==> config.mk <==
export PLATFORM = sky130hd
export DESIGN_NAME = dbm_ctrl
export DESIGN_NICKNAME = d
export VERILOG_FILES = /design/src/hw/rtl/dbm_pkg.sv /design/src/hw/rtl/dbm_ctrl.sv
export SDC_FILE = /design/constraint.sdc
export NUM_CORES = 1
export LEC_CHECK = 0
export BUFFER_PORTS_ARGS = -buffer_cell sky130_fd_sc_hd__buf_2
export CORE_MARGIN = 4
export CORE_UTILIZATION = 30
export CTS_BUF_LIST = sky130_fd_sc_hd__clkbuf_4
export DETAILED_ROUTE_END_ITERATION = 12
export PLACE_DENSITY = 0.55
export RECOVER_POWER = 25
export SKIP_CTS_REPAIR_TIMING = 1
export SYNTH_ARGS = -nofsm -noshare
export SYNTH_HDL_FRONTEND = slang
export SYNTH_SLANG_ARGS = --single-unit
==> constraint.sdc <==
create_clock -name clk_i -period 1.48 [get_ports clk_i]
set_clock_uncertainty 0.15 [all_clocks]
set_input_delay 0.37 -clock clk_i [delete_from_list [all_inputs] [get_ports clk_i]]
set_output_delay 0.37 -clock clk_i [all_outputs]
set_load 0.02 [all_outputs]
==> src/hw/rtl/dbm_pkg.sv <==
// ----------------------------------------------------------------------------
// dbm_pkg
// shared types and state codes for the dominance bipartite matcher
// ----------------------------------------------------------------------------
package dbm_pkg;

  typedef struct packed {
    logic signed [31:0] left_first;
    logic signed [31:0] left_second;
    logic signed [31:0] right_first;
    logic signed [31:0] right_second;
    logic               last_item;
  } dbm_in_t;

  typedef struct packed {
    logic [7:0] matched_count;
    logic       all_matched;
    logic       overflow;
  } dbm_out_t;

  typedef enum logic [3:0] {
    ST_LOAD,
    ST_CLEAR,
    ST_ROOT,
    ST_FETCH,
    ST_SCAN,
    ST_FLIP_RD,
    ST_FLIP,
    ST_POP,
    ST_DONE
  } dbm_state_e;

  // controller to datapath
  typedef struct packed {
    logic load;        // store the input word
    logic clr_start;   // reset sweep index
    logic clr_step;    // clear one partner entry
    logic root_init;   // begin root at u_q
    logic next_root;   // advance root index
    logic fetch;       // restart compare for the loaded top frame
    logic scan_step;   // evaluate candidate, advance
    logic flip_rd;     // read frame for flip
    logic flip_wr;     // write partners for frame
    logic pop;         // drop frame
    logic found_inc;   // count augmentation
    logic finish;      // clear set counters
  } dbm_cmd_t;

  // datapath to controller
  typedef struct packed {
    logic clr_done;
    logic roots_done;   // root index reached item count
    logic root_matched; // current root already has a partner
    logic scan_hit_free;
    logic scan_hit_push;
    logic scan_end;     // candidate index reached item count
    logic flip_last;    // flipping bottom frame
    logic stack_empty_after_pop;
  } dbm_sts_t;

endpackage

==> src/hw/rtl/dbm_ctrl.sv <==
// ----------------------------------------------------------------------------
// dbm_ctrl
// sequencer for loading, table clear, root loop and depth-first search
// ----------------------------------------------------------------------------
module dbm_ctrl import dbm_pkg::*; (
  input  logic     clk_i,
  input  logic     rst_ni,
  input  logic     in_valid_i,
  input  logic     in_last_i,
  output logic     in_stall_o,
  output logic     out_valid_o,
  input  logic     out_stall_i,
  output logic     res_cap_o,
  input  dbm_sts_t sts_i,
  output dbm_cmd_t cmd_o
);

  dbm_state_e state_q, state_d;
  logic       rwait_q, rwait_d;   // wait for the registered partner read at root
  logic       ov_q, ov_d;

  always_ff @(posedge clk_i or negedge rst_ni) begin
    if (!rst_ni) begin
      state_q <= ST_LOAD;
      rwait_q <= 1'b0;
      ov_q    <= 1'b0;
    end else begin
      state_q <= state_d;
      rwait_q <= rwait_d;
      ov_q    <= ov_d;
    end
  end

  always_comb begin
    state_d    = state_q;
    rwait_d    = 1'b0;
    ov_d       = ov_q;
    cmd_o      = '0;
    in_stall_o = 1'b1;
    res_cap_o  = 1'b0;
    if (ov_q && !out_stall_i) ov_d = 1'b0;
    case (state_q)
      ST_LOAD: begin
        in_stall_o = 1'b0;
        if (in_valid_i) begin
          cmd_o.load = 1'b1;
          if (in_last_i) begin
            cmd_o.clr_start = 1'b1;
            state_d = ST_CLEAR;
          end
        end
      end
      ST_CLEAR: begin
        cmd_o.clr_step = 1'b1;
        if (sts_i.clr_done) state_d = ST_ROOT;
      end
      ST_ROOT: begin
        if (sts_i.roots_done) begin
          state_d = ST_DONE;
        end else if (!rwait_q) begin
          rwait_d = 1'b1;
        end else if (sts_i.root_matched) begin
          cmd_o.next_root = 1'b1;
        end else begin
          cmd_o.root_init = 1'b1;
          state_d = ST_FETCH;
        end
      end
      ST_FETCH: begin
        cmd_o.fetch = 1'b1;
        state_d = ST_SCAN;
      end
      ST_SCAN: begin
        if (sts_i.scan_end) begin
          state_d = ST_POP;
        end else begin
          cmd_o.scan_step = 1'b1;
          if (sts_i.scan_hit_free) state_d = ST_FLIP_RD;
          else if (sts_i.scan_hit_push) state_d = ST_FETCH;
        end
      end
      ST_FLIP_RD: begin
        cmd_o.flip_rd = 1'b1;
        state_d = ST_FLIP;
      end
      ST_FLIP: begin
        cmd_o.flip_wr = 1'b1;
        if (sts_i.flip_last) begin
          cmd_o.found_inc = 1'b1;
          cmd_o.next_root = 1'b1;
          state_d = ST_ROOT;
        end else begin
          state_d = ST_FLIP_RD;
        end
      end
      ST_POP: begin
        cmd_o.pop = 1'b1;
        if (sts_i.stack_empty_after_pop) begin
          cmd_o.next_root = 1'b1;
          state_d = ST_ROOT;
        end else begin
          state_d = ST_FETCH;
        end
      end
      ST_DONE: begin
        if (!ov_q || !out_stall_i) begin
          res_cap_o    = 1'b1;
          cmd_o.finish = 1'b1;
          ov_d         = 1'b1;
          state_d      = ST_LOAD;
        end
      end
      default: state_d = ST_LOAD;
    endcase
  end

  assign out_valid_o = ov_q;

endmodule

# Word-level counts from Yosys, hierarchy flattened
# Index checks and enable logic that the tools add are counted.
# word_totals
regBits	6
latch_bits	0
ram_bits	0
mem_bits_ro	0
in_bits	13
output_inout_bits	15
word_cells	65
memories	0
# op_classes
addsub	0
n_mul	0
n_div	0
magnitude_cmp	0
eq_ne	15
n_shift	0
n_mux	41
bitwise_logic	0
reduce_logical	6
# op_table
op	count
4-bit two-way mux	10
4-bit one-hot mux with 9 select lines	1
1-bit two-way mux	24
4-bit by 3-bit equality test with 1-bit output, second input constant	4
4-bit by 2-bit equality test with 1-bit output, second input constant	2
2-bit two-way mux	4
2-bit inequality test, second input constant	4
7-bit AND reduction	1
3-bit inequality test, second input constant	2
4-bit by 1-bit equality test with 1-bit output, second input constant	1
4-bit equality test, second input constant	1
4-bit zero test	1
4-bit inequality test, second input constant	1
3-bit two-way mux	1
1-bit one-hot mux with 3 select lines	1
1-bit zero test	2
1-bit logical AND	1
1-bit logical OR	1

# Longest topological paths before layout
# Gate-level depths: netlist (run 1).
# depth
word_depth	5
ltp_mapped	6
ltp_nobuf	4

# Worst setup path before layout (run 1)
# OpenSTA, ideal clock, no wires.
# synth_path
path_type	register -> output
from	register state_q[0]
to	output cmd_o[0] (netlist bit)
arrival_ns	1.509
t_required_ns	0.960
slack_ns	-0.549
stages_incl_launch_ff	6
path_buffers	2
cell_sequence	dfrtp_1 -> buf_2 -> nor2_1 -> nand3b_1 -> a21oi_1 -> buf_4
# synth_via
elab_chain_cells	2
# synth_rtl
item	line_no	rtl
from (decl)	dbm_ctrl.sv:18	dbm_state_e state_q, state_d;
from (signal assigned)	dbm_ctrl.sv:28	state_q <= state_d;
4-bit equality test	n/a	
1-bit two-way mux	n/a	
to (decl)	dbm_ctrl.sv:15	output dbm_cmd_t cmd_o
# No other way between the ends.

==> flow_metrics.tcl, run 1 <==
set metrics [dict create \
    p_sw_mw 0.858 \
    antenna_found_initial 0 \
    period_share 1.32 \
    p_sw_frac 0.432 \
    port_buffers 27 \
    p_per_area_nw_per_um2 1700 \
    slowest_delay_ps 450 \
    crit_required_ps 960 \
    p_clk_frac 0.079 \
    core-area_um2 1710 \
    drt_wl_total_um 1930 \
    internal_power_mw 1.13 \
    finalHoldViolations 0 \
    cts_tree "yes" \
    setup_viol 16 \
    nets 141 \
    rows 15 \
    cts_buffers 3 \
    dr.first_iter.drc_count 8 \
    synth.avg_cell_area_um2 7.46 \
    grt_pass1_wl_um 2940 \
    fmax_mhz 512 \
    syn_to_final_growth_pct 117 \
    final_area_um2 1170 \
    final-seq-area_um2 154 \
    synth_cells 72 \
    placed_cell_area_um2 907 \
    violations "setup timing" \
    clkSlewWorstSetupHoldPaths_ps 50 \
    critical_path.startpoint "state_q[0]" \
    status "complete, but fails checks" \
    fill_cells 142 \
    fin_crit_ps 1950 \
    crit_chain "buf_6 -> nor2_4 -> nand3b_1 -> a21oi_4 -> buf_6" \
    seq_area_frac_synth 0.280 \
    seqPwrFrac 0.158 \
    die_area_um2 2530 \
    worstPathMaxFanout 8 \
    postLayoutSetupSlackWorst_ps -475 \
    drv_cap 0 \
    p_leak_nw 0.554 \
    utilization 0.683 \
    critPathSlowestCell "dfrtp_2" \
    place_congestion 0.902 \
    relSlewSlack 0.720 \
    yosys_warnings 0 \
    power_frac_comb 0.762 \
    die_w_um 50.3 \
    multi_input_area_um2 493 \
    grt_use_total 0.152 \
    routedWlPerCell_um 12.8 \
    vias_per_cell 5.05 \
    endpoint_kind "output pin" \
    vdd_drop_max_mv 1.03 \
    grt_overflow 0 \
    htree_levels 1 \
    synthesis.nets 85 \
    dp_hpwl_um 1430 \
    drive_above_1_share 0.683 \
    hp-class "input pin to register" \
    drc 0 \
    rsz0062_at_grt "yes" \
    tightest_slew_ps 419 \
    clock-sinks 6 \
    min_from "sts_i[3]" \
    path_common_cell "buf_6" \
    num_vias 762 \
    worstSetupPathType "register to output pin" \
    drv_slew 0 \
    synth-seq-cells 6 \
    die_y_um 50.3 \
    ant_nets 0 \
    antenna_cells 0 \
    synthesis.area_um2 537 \
    synth.distinct_cells 33 \
    insertion_delay_ps 250 \
    drt-pass1-iter-count 4 \
    r2r-start "state_q[2]" \
    cp-start-kind "register" \
    final.setup.tns_ps -5730 \
    grt_max_degree 10 \
    cts_root_buf "clkbuf_4" \
    ios 28 \
    cts_buffer_depth 2 \
    start_util 0.314 \
    cp.arrival_ps 1430 \
    grt_pass1_vias 696 \
]
==> power by group through the flow <==
stage | Sequential, mW | Clock (mW) | Combinational (mW)
after floorplan | 0.290 | 0 | 0.746
after global placement | 0.307 | 0 | 1.08
final | 0.315 | 0.158 | 1.52
after detailed placement | 0.309 | 0 | 1.08
after CTS | 0.307 | 0.163 | 1.08
after global routing | 0.322 | 0.173 | 1.62
==> logic make-up after synthesis <==
logic type	after synthesis	synth area share
AND/OR/NAND/NOR	40	0.399
AO/OA/AOI/OAI	15	0.193
buffers and inverters	9	0.0909
flip-flops	6	0.280
multiplexers	2	0.0373
==> final cells by class <==
type	count	share of cell area
repair buffers	57	0.389
multi-input cells	57	0.423
flip-flops and latches	6	0.132
inverters	3	0.00966
clock buffers	3	0.0193
well taps	25	0.0268
==> layout by cell type, fill, tap and decap left out, types with 2 or more instances in the layout <==
| master | netlist | final |
|---|---|---|
| a21oi_1 | 3 | 2 |
| nor2_1 | 10 | 3 |
| nand2_1 | 9 | 5 |
| dfrtp_2 | 0 | 3 |
| inv_1 | 2 | 2 |
| buf_2 | 3 | 13 |
| nor3_1 | 7 | 4 |
| buf_6 | 1 | 16 |
| dfrtp_1 | 6 | 3 |
| and3_4 | 0 | 2 |
| clkbuf_4 | 0 | 3 |
| nor2_4 | 0 | 7 |
| mux2i_1 | 2 | 2 |
| buf_4 | 1 | 26 |
| nor3_2 | 0 | 3 |
| nand2_4 | 0 | 4 |
==> critical path, delay by kind of cell, from the launching register on <==
kind	cells	cell delay, ps
buffers and inverters	2	290
and+or+nand+nor	2	270
DFF	1	450
AOI/OAI and AO/OA	1	170
==> registers in the layout (all words and copies together) (netlist names) <==
register and flops:
state_q 4, out_valid_o 1, rwait_q 1
==> Yosys cell counts <==
master | count | area (um^2)
nor2_1 | 10 | 37.5
nand2_1 | 9 | 33.8
nor3_1 | 7 | 35.0
dfrtp_1 | 6 | 150
a21oi_1 | 3 | 15.0
and3_1 | 3 | 18.8
buf_2 | 3 | 15.0
inv_1 | 2 | 7.51
mux2i_1 | 2 | 20.0
nand2b_1 | 2 | 12.5
nor2b_1 | 2 | 12.5
o22ai_1 | 2 | 12.5
a2111oi_0 | 1 | 8.76
a2111oi_1 | 1 | 10.0
a21boi_0 | 1 | 7.51
a21boi_1 | 1 | 7.51
a22oi_1 | 1 | 7.51
a31oi_1 | 1 | 6.26
and2_1 | 1 | 6.26
buf_4 | 1 | 7.51
buf_6 | 1 | 11.3
clkbuf_1 | 1 | 3.75
inv_2 | 1 | 3.75
nand3_1 | 1 | 5.00
nand3b_1 | 1 | 7.51
nor4_1 | 1 | 6.26
nor4b_1 | 1 | 8.76
nor4b_4 | 1 | 23.8
o21ai_0 | 1 | 5.00
o21ai_1 | 1 | 5.00
o31ai_1 | 1 | 7.51
o32a_2 | 1 | 11.3
or3_1 | 1 | 6.26
==> path summary, 6_finish.rpt <==
kind                       slack (ps)  cells past startpoint    endpoint
setup / recovery                 -470                      5    cmd_o[0]
hold / removal                    250                      4  state_q[2]
setup reg to reg                 -240                      6  state_q[0]
hold reg to reg                   360                      1     rwait_q
max in group asynchronous         520                      2  state_q[3]
min in group asynchronous         390                      2  state_q[2]
==> through the flow <==
| step | power (mW) | setup WS (ps) | hold WS (ps) | cells |
|---|---|---|---|---|
| after global placement | 1.38 | -299 | 58.6 | 139 |
| after detailed placement | 1.39 | -308 | 54.3 | 139 |
| after CTS | 1.55 | -582 | -213 | 142 |
| final | 1.99 | -475 | 250 | 151 |
| after global routing | 2.11 | -553 | 274 | 151 |
| after floorplan | 1.04 | -240 | -75.6 | 72 |
==> routing by layer <==
metal | GRT usage | vias up | part of all wire
met3 | 0.0534 | 4 | 0.043
met5 | 0 | - | 0
met4 | 0.0673 | 0 | 0.024
met1 | 0.182 | 365 | 0.42
li1 | - | 372 | -
met2 | 0.241 | 21 | 0.51
(Power assumes the default switching activity.)
==> run 2, diff against run 1 <==
- TNS_END_PERCENT: not set -> 1
==> flow_metrics.tcl, run 2 (synthesis gave the netlist of run 1 again) <==
set metrics [dict create \
    status "complete, but fails checks" \
    violations "setup timing" \
    vias_per_cell 4.70 \
    endpoint_kind "output pin" \
    p_leak_nw 0.514 \
    p_per_area_nw_per_um2 1690 \
    antenna_cells 0 \
    r2r-start "state_q[0]" \
    insertion_delay_ps 240 \
    nets 136 \
    die_area_um2 2530 \
    worstSetupPathType "register to output pin" \
    grt_max_degree 14 \
    cts_root_buf "clkbuf_4" \
    cts_tree "yes" \
    rsz0062_at_grt "yes" \
    grt_overflow 0 \
    tightest_slew_ps 334 \
    period_share 1.35 \
    ant_nets 0 \
    cp-start-kind "register" \
    die_w_um 50.3 \
    critPathSlowestCell "dfrtp_1" \
    path_depth 4 \
    final_cell_mix "buf_4 (24), buf_2 (14), buf_6 (11)" \
    drv_cap 0 \
    top_register "state_q" \
    finalHoldViolations 0 \
    whs_endpoint "out_valid_o" \
    postLayoutSetupSlackWorst_ps -512 \
    critPathTopFamily "simple AND/OR/NAND/NOR gates" \
    drc 0 \
    hp-class "input pin to register" \
    grt_pass1_wl_um 2830 \
    cp.arrival_ps 1470 \
    worstPathMaxFanout 13 \
    dp_slack_ps -344 \
    vdd_drop_max_mv 0.867 \
    syn_to_final_growth_pct 101 \
    reg2reg_depth 6 \
    setup_viol 16 \
    final.setup.tns_ps -5730 \
    htree_levels 1 \
    slowest_delay_ps 410 \
    routedWlPerCell_um 12.8 \
    dr.first_iter.drc_count 13 \
    drive_above_1_share 0.636 \
    layout_commonest_cell "buf_4" \
    ios 28 \
    die_y_um 50.3 \
    path_buf_inv 2 \
    largest_reg_flops 4 \
    grtUsageMet3 0.0534 \
    crit_required_ps 960 \
    num_vias 686 \
    drt-pass1-iter-count 2 \
    start_util 0.314 \
    reg2reg_to "state_q[0]" \
    dp_hpwl_um 1350 \
    clock-sinks 6 \
    drt_wl_total_um 1870 \
    cts_buffers 3 \
    relSlewSlack 0.777 \
    use_met1 0.181 \
    rows 15 \
    grt_use_total 0.146 \
    core-area_um2 1710 \
    min_from "out_stall_i" \
    port_buffers 27 \
    reg2reg_setup_slack_ps -290 \
    placed_cell_area_um2 915 \
    crit_chain "buf_12 -> nor4b_4 -> nor2b_1 -> buf_4" \
    place_congestion 0.794 \
    drv_slew 0 \
    grt_pass1_vias 664 \
    cts_buffer_depth 2 \
    utilization 0.633 \
    fin_crit_ps 1990 \
    final_area_um2 1080 \
    grt_use_met2 0.235 \
    busiest_layer "met2" \
    hold_depth 3 \
    antenna_found_initial 0 \
    fmax_mhz 502 \
    clkSlewWorstSetupHoldPaths_ps 50 \
]
[run 2: cell type report]
class | instances | area [um^2]
Clock buffer | 3 | 22.5
Tap cell | 25 | 31.3
Timing Repair Buffer | 52 | 408
Multi-Input combinational cell | 57 | 453
Sequential cell | 6 | 153
Fill cell | 146 | 627
Inverter | 3 | 13.8
[run 2: metrics by stage]
| stage | total power, mW | hold WS, ps | cells |
|---|---|---|---|
| after floorplan | 0.997 | -75.6 | 72 |
| after global placement | 1.43 | 54.4 | 142 |
| after detailed placement | 1.44 | 53.2 | 142 |
| after CTS | 1.60 | -212 | 145 |
| after global routing | 1.97 | 257 | 146 |
| final | 1.83 | 247 | 146 |
[run 2: how the worst max path moves through the flow]
stage	from	endpoint	slack (ps)
global route	state_q[3]	cmd_o[5]	-570
global placement	state_q[2]	cmd_o[7]	-340
floorplan	state_q[1]	cmd_o[0]	-240
CTS	state_q[0]	cmd_o[7]	-610
finish	state_q[0]	cmd_o[5]	-510
detailed placement	state_q[0]	cmd_o[7]	-340
[run 2: report_power, final]
part	switching, mW	internal [mW]	leakage [nW]
sequential	0.0836	0.223	0.0767
clock	0.0575	0.0916	0.0138
combinational	0.667	0.709	0.424
total	0.808	1.02	0.514
[run 2: metal layers]
layer  share of wire  routed length [um]
met3           0.030                  56
met2            0.55                1030
met1            0.41                 767
met4           0.013                  24
met5               0                   0
[run 2: worst register-to-register path, stage by stage, from the launching register on]
cell,delay (ps)
dfrtp_1,410
buf_12,170
nor4b_4,320
a2111oi_1,130
buf_4,160
a21boi_1,120
o32a_2,190
==> run 3, diff against run 2 <==
- CORE_UTILIZATION: 30 -> 41
- PLACE_DENSITY: 0.55 -> 0.73
==> flow_metrics.tcl, run 3 (synthesis gave the netlist of run 1 again) <==
set metrics [dict create \
    status "complete, but fails checks" \
    violations "setup timing" \
    cp-start-kind "register" \
    die_w_um 44.2 \
    nets 133 \
    layout_commonest_cell "buf_4" \
    fmax_mhz 495 \
    worstSetupPathType "register to output pin" \
    p_sw_frac 0.448 \
    postLayoutSetupSlackWorst_ps -541 \
    ant_nets 0 \
    utilization 0.851 \
    seqPwrFrac 0.181 \
    internal_power_mw 0.930 \
    p_clk_frac 0.095 \
    finalHoldViolations 0 \
    final_area_um2 997 \
    final_cell_mix "buf_4 (24), buf_2 (16), nand2_1 (7), nor3_1 (7), buf_6 (6)" \
    period_share 1.37 \
    dp_hpwl_um 1310 \
    setup_viol 16 \
    antenna_cells 0 \
    dp_slack_ps -293 \
    p_per_area_nw_per_um2 1690 \
    endpoint_kind "output pin" \
    antenna_found_initial 0 \
    drc 0 \
    vdd_drop_max_mv 1.12 \
    final.setup.tns_ps -5710 \
    hp-class "input pin to register" \
    top_register "state_q" \
    rsz0062_at_grt "yes" \
    p_leak_nw 0.469 \
    grt_pass1_wl_um 2780 \
    drv_cap 0 \
    cts_tree "yes" \
    drt_wl_total_um 1810 \
    ios 28 \
    crit_required_ps 960 \
    cp.arrival_ps 1500 \
    core-area_um2 1170 \
    drv_slew 0 \
    insertion_delay_ps 250 \
    num_vias 719 \
    drt-pass1-iter-count 5 \
    drive_above_1_share 0.593 \
    largest_reg_flops 4 \
    grt_use_total 0.186 \
    grt_pass1_vias 656 \
    place_congestion 0.854 \
    rows 12 \
    vias_per_cell 5.45 \
    placed_cell_area_um2 878 \
    clkSlewWorstSetupHoldPaths_ps 60 \
    die_y_um 44.2 \
    die_area_um2 1950 \
    worstPathMaxFanout 7 \
    fin_hold_ws_ps 265 \
    htree_levels 1 \
    clock-sinks 6 \
    start_util 0.458 \
    power_frac_comb 0.724 \
    tightest_slew_ps 437 \
    grt_max_degree 12 \
    relSlewSlack 0.708 \
    cts_root_buf "clkbuf_4" \
    port_buffers 27 \
    fill_cells 66 \
    dr.first_iter.drc_count 14 \
    p_sw_mw 0.756 \
    fin_crit_ps 2020 \
    cts_buffer_depth 2 \
    grt_overflow 0 \
    cts_buffers 3 \
    routedWlPerCell_um 13.7 \
    syn_to_final_growth_pct 85.8 \
]
==> run 3: changes by cell type in the layout (fill, tap and decap cells not counted), sizes merged <==
cell	delta
buf	-3
==> run 3: metrics by stage <==
step / total power, mW / std cells
4_1_cts: 1.55 / 131
3_3_place_gp: 1.36 / 128
2_1_floorplan: 0.997 / 72
3_5_place_dp: 1.38 / 128
5_1_grt: 1.80 / 132
6_report: 1.69 / 132
==> run 3: final timing paths <==
kind | from | end | slack, ps | depth (start not counted)
worst max-delay path | state_q[0] | cmd_o[5] | -540 | 4
worst min-delay path | out_stall_i | out_valid_o | 260 | 3
worst max register to register | state_q[0] | state_q[0] | -220 | 5
worst min register to register | rwait_q | rwait_q | 320 | 1
max in group asynchronous | rst_ni | state_q[2] | 480 | 2
min in group asynchronous | rst_ni | state_q[3] | 390 | 2
==> run 3: cell type report <==
class / instances / area [um^2] / share of cell area
multi-input combinational: 57 / 429 / 0.430
sequential: 6 / 153 / 0.153
tap: 14 / 17.5 / 0.0176
timing repair buffer: 49 / 362 / 0.363
clock buffer: 3 / 22.5 / 0.0226
inverter: 3 / 13.8 / 0.0138
==> run 3: power groups by stage <==
| stage | Sequential (mW) | Combinational [mW] | Clock, mW |
|---|---|---|---|
| finish | 0.305 | 1.22 | 0.161 |
| global route | 0.312 | 1.31 | 0.182 |
| CTS | 0.287 | 1.10 | 0.161 |
| detailed placement | 0.289 | 1.09 | 0 |
| global placement | 0.285 | 1.08 | 0 |
| floorplan | 0.289 | 0.707 | 0 |
==> run 3: worst max-delay path: stages, from the launching register on <==
cell and delay, ps:
dfrtp_2 460, buf_6 140, nor4b_4 330, nor2b_4 200, buf_6 120
==> run 3: layer usage <==
metal / global-route usage / vias up / routed length (um)
met2: 0.320 / 35 / 906
met4: 0.0361 / 0 / 0
met1: 0.248 / 330 / 796
met3: 0.0244 / 0 / 111
met5: 0 / - / 0
li1: - / 354 / -
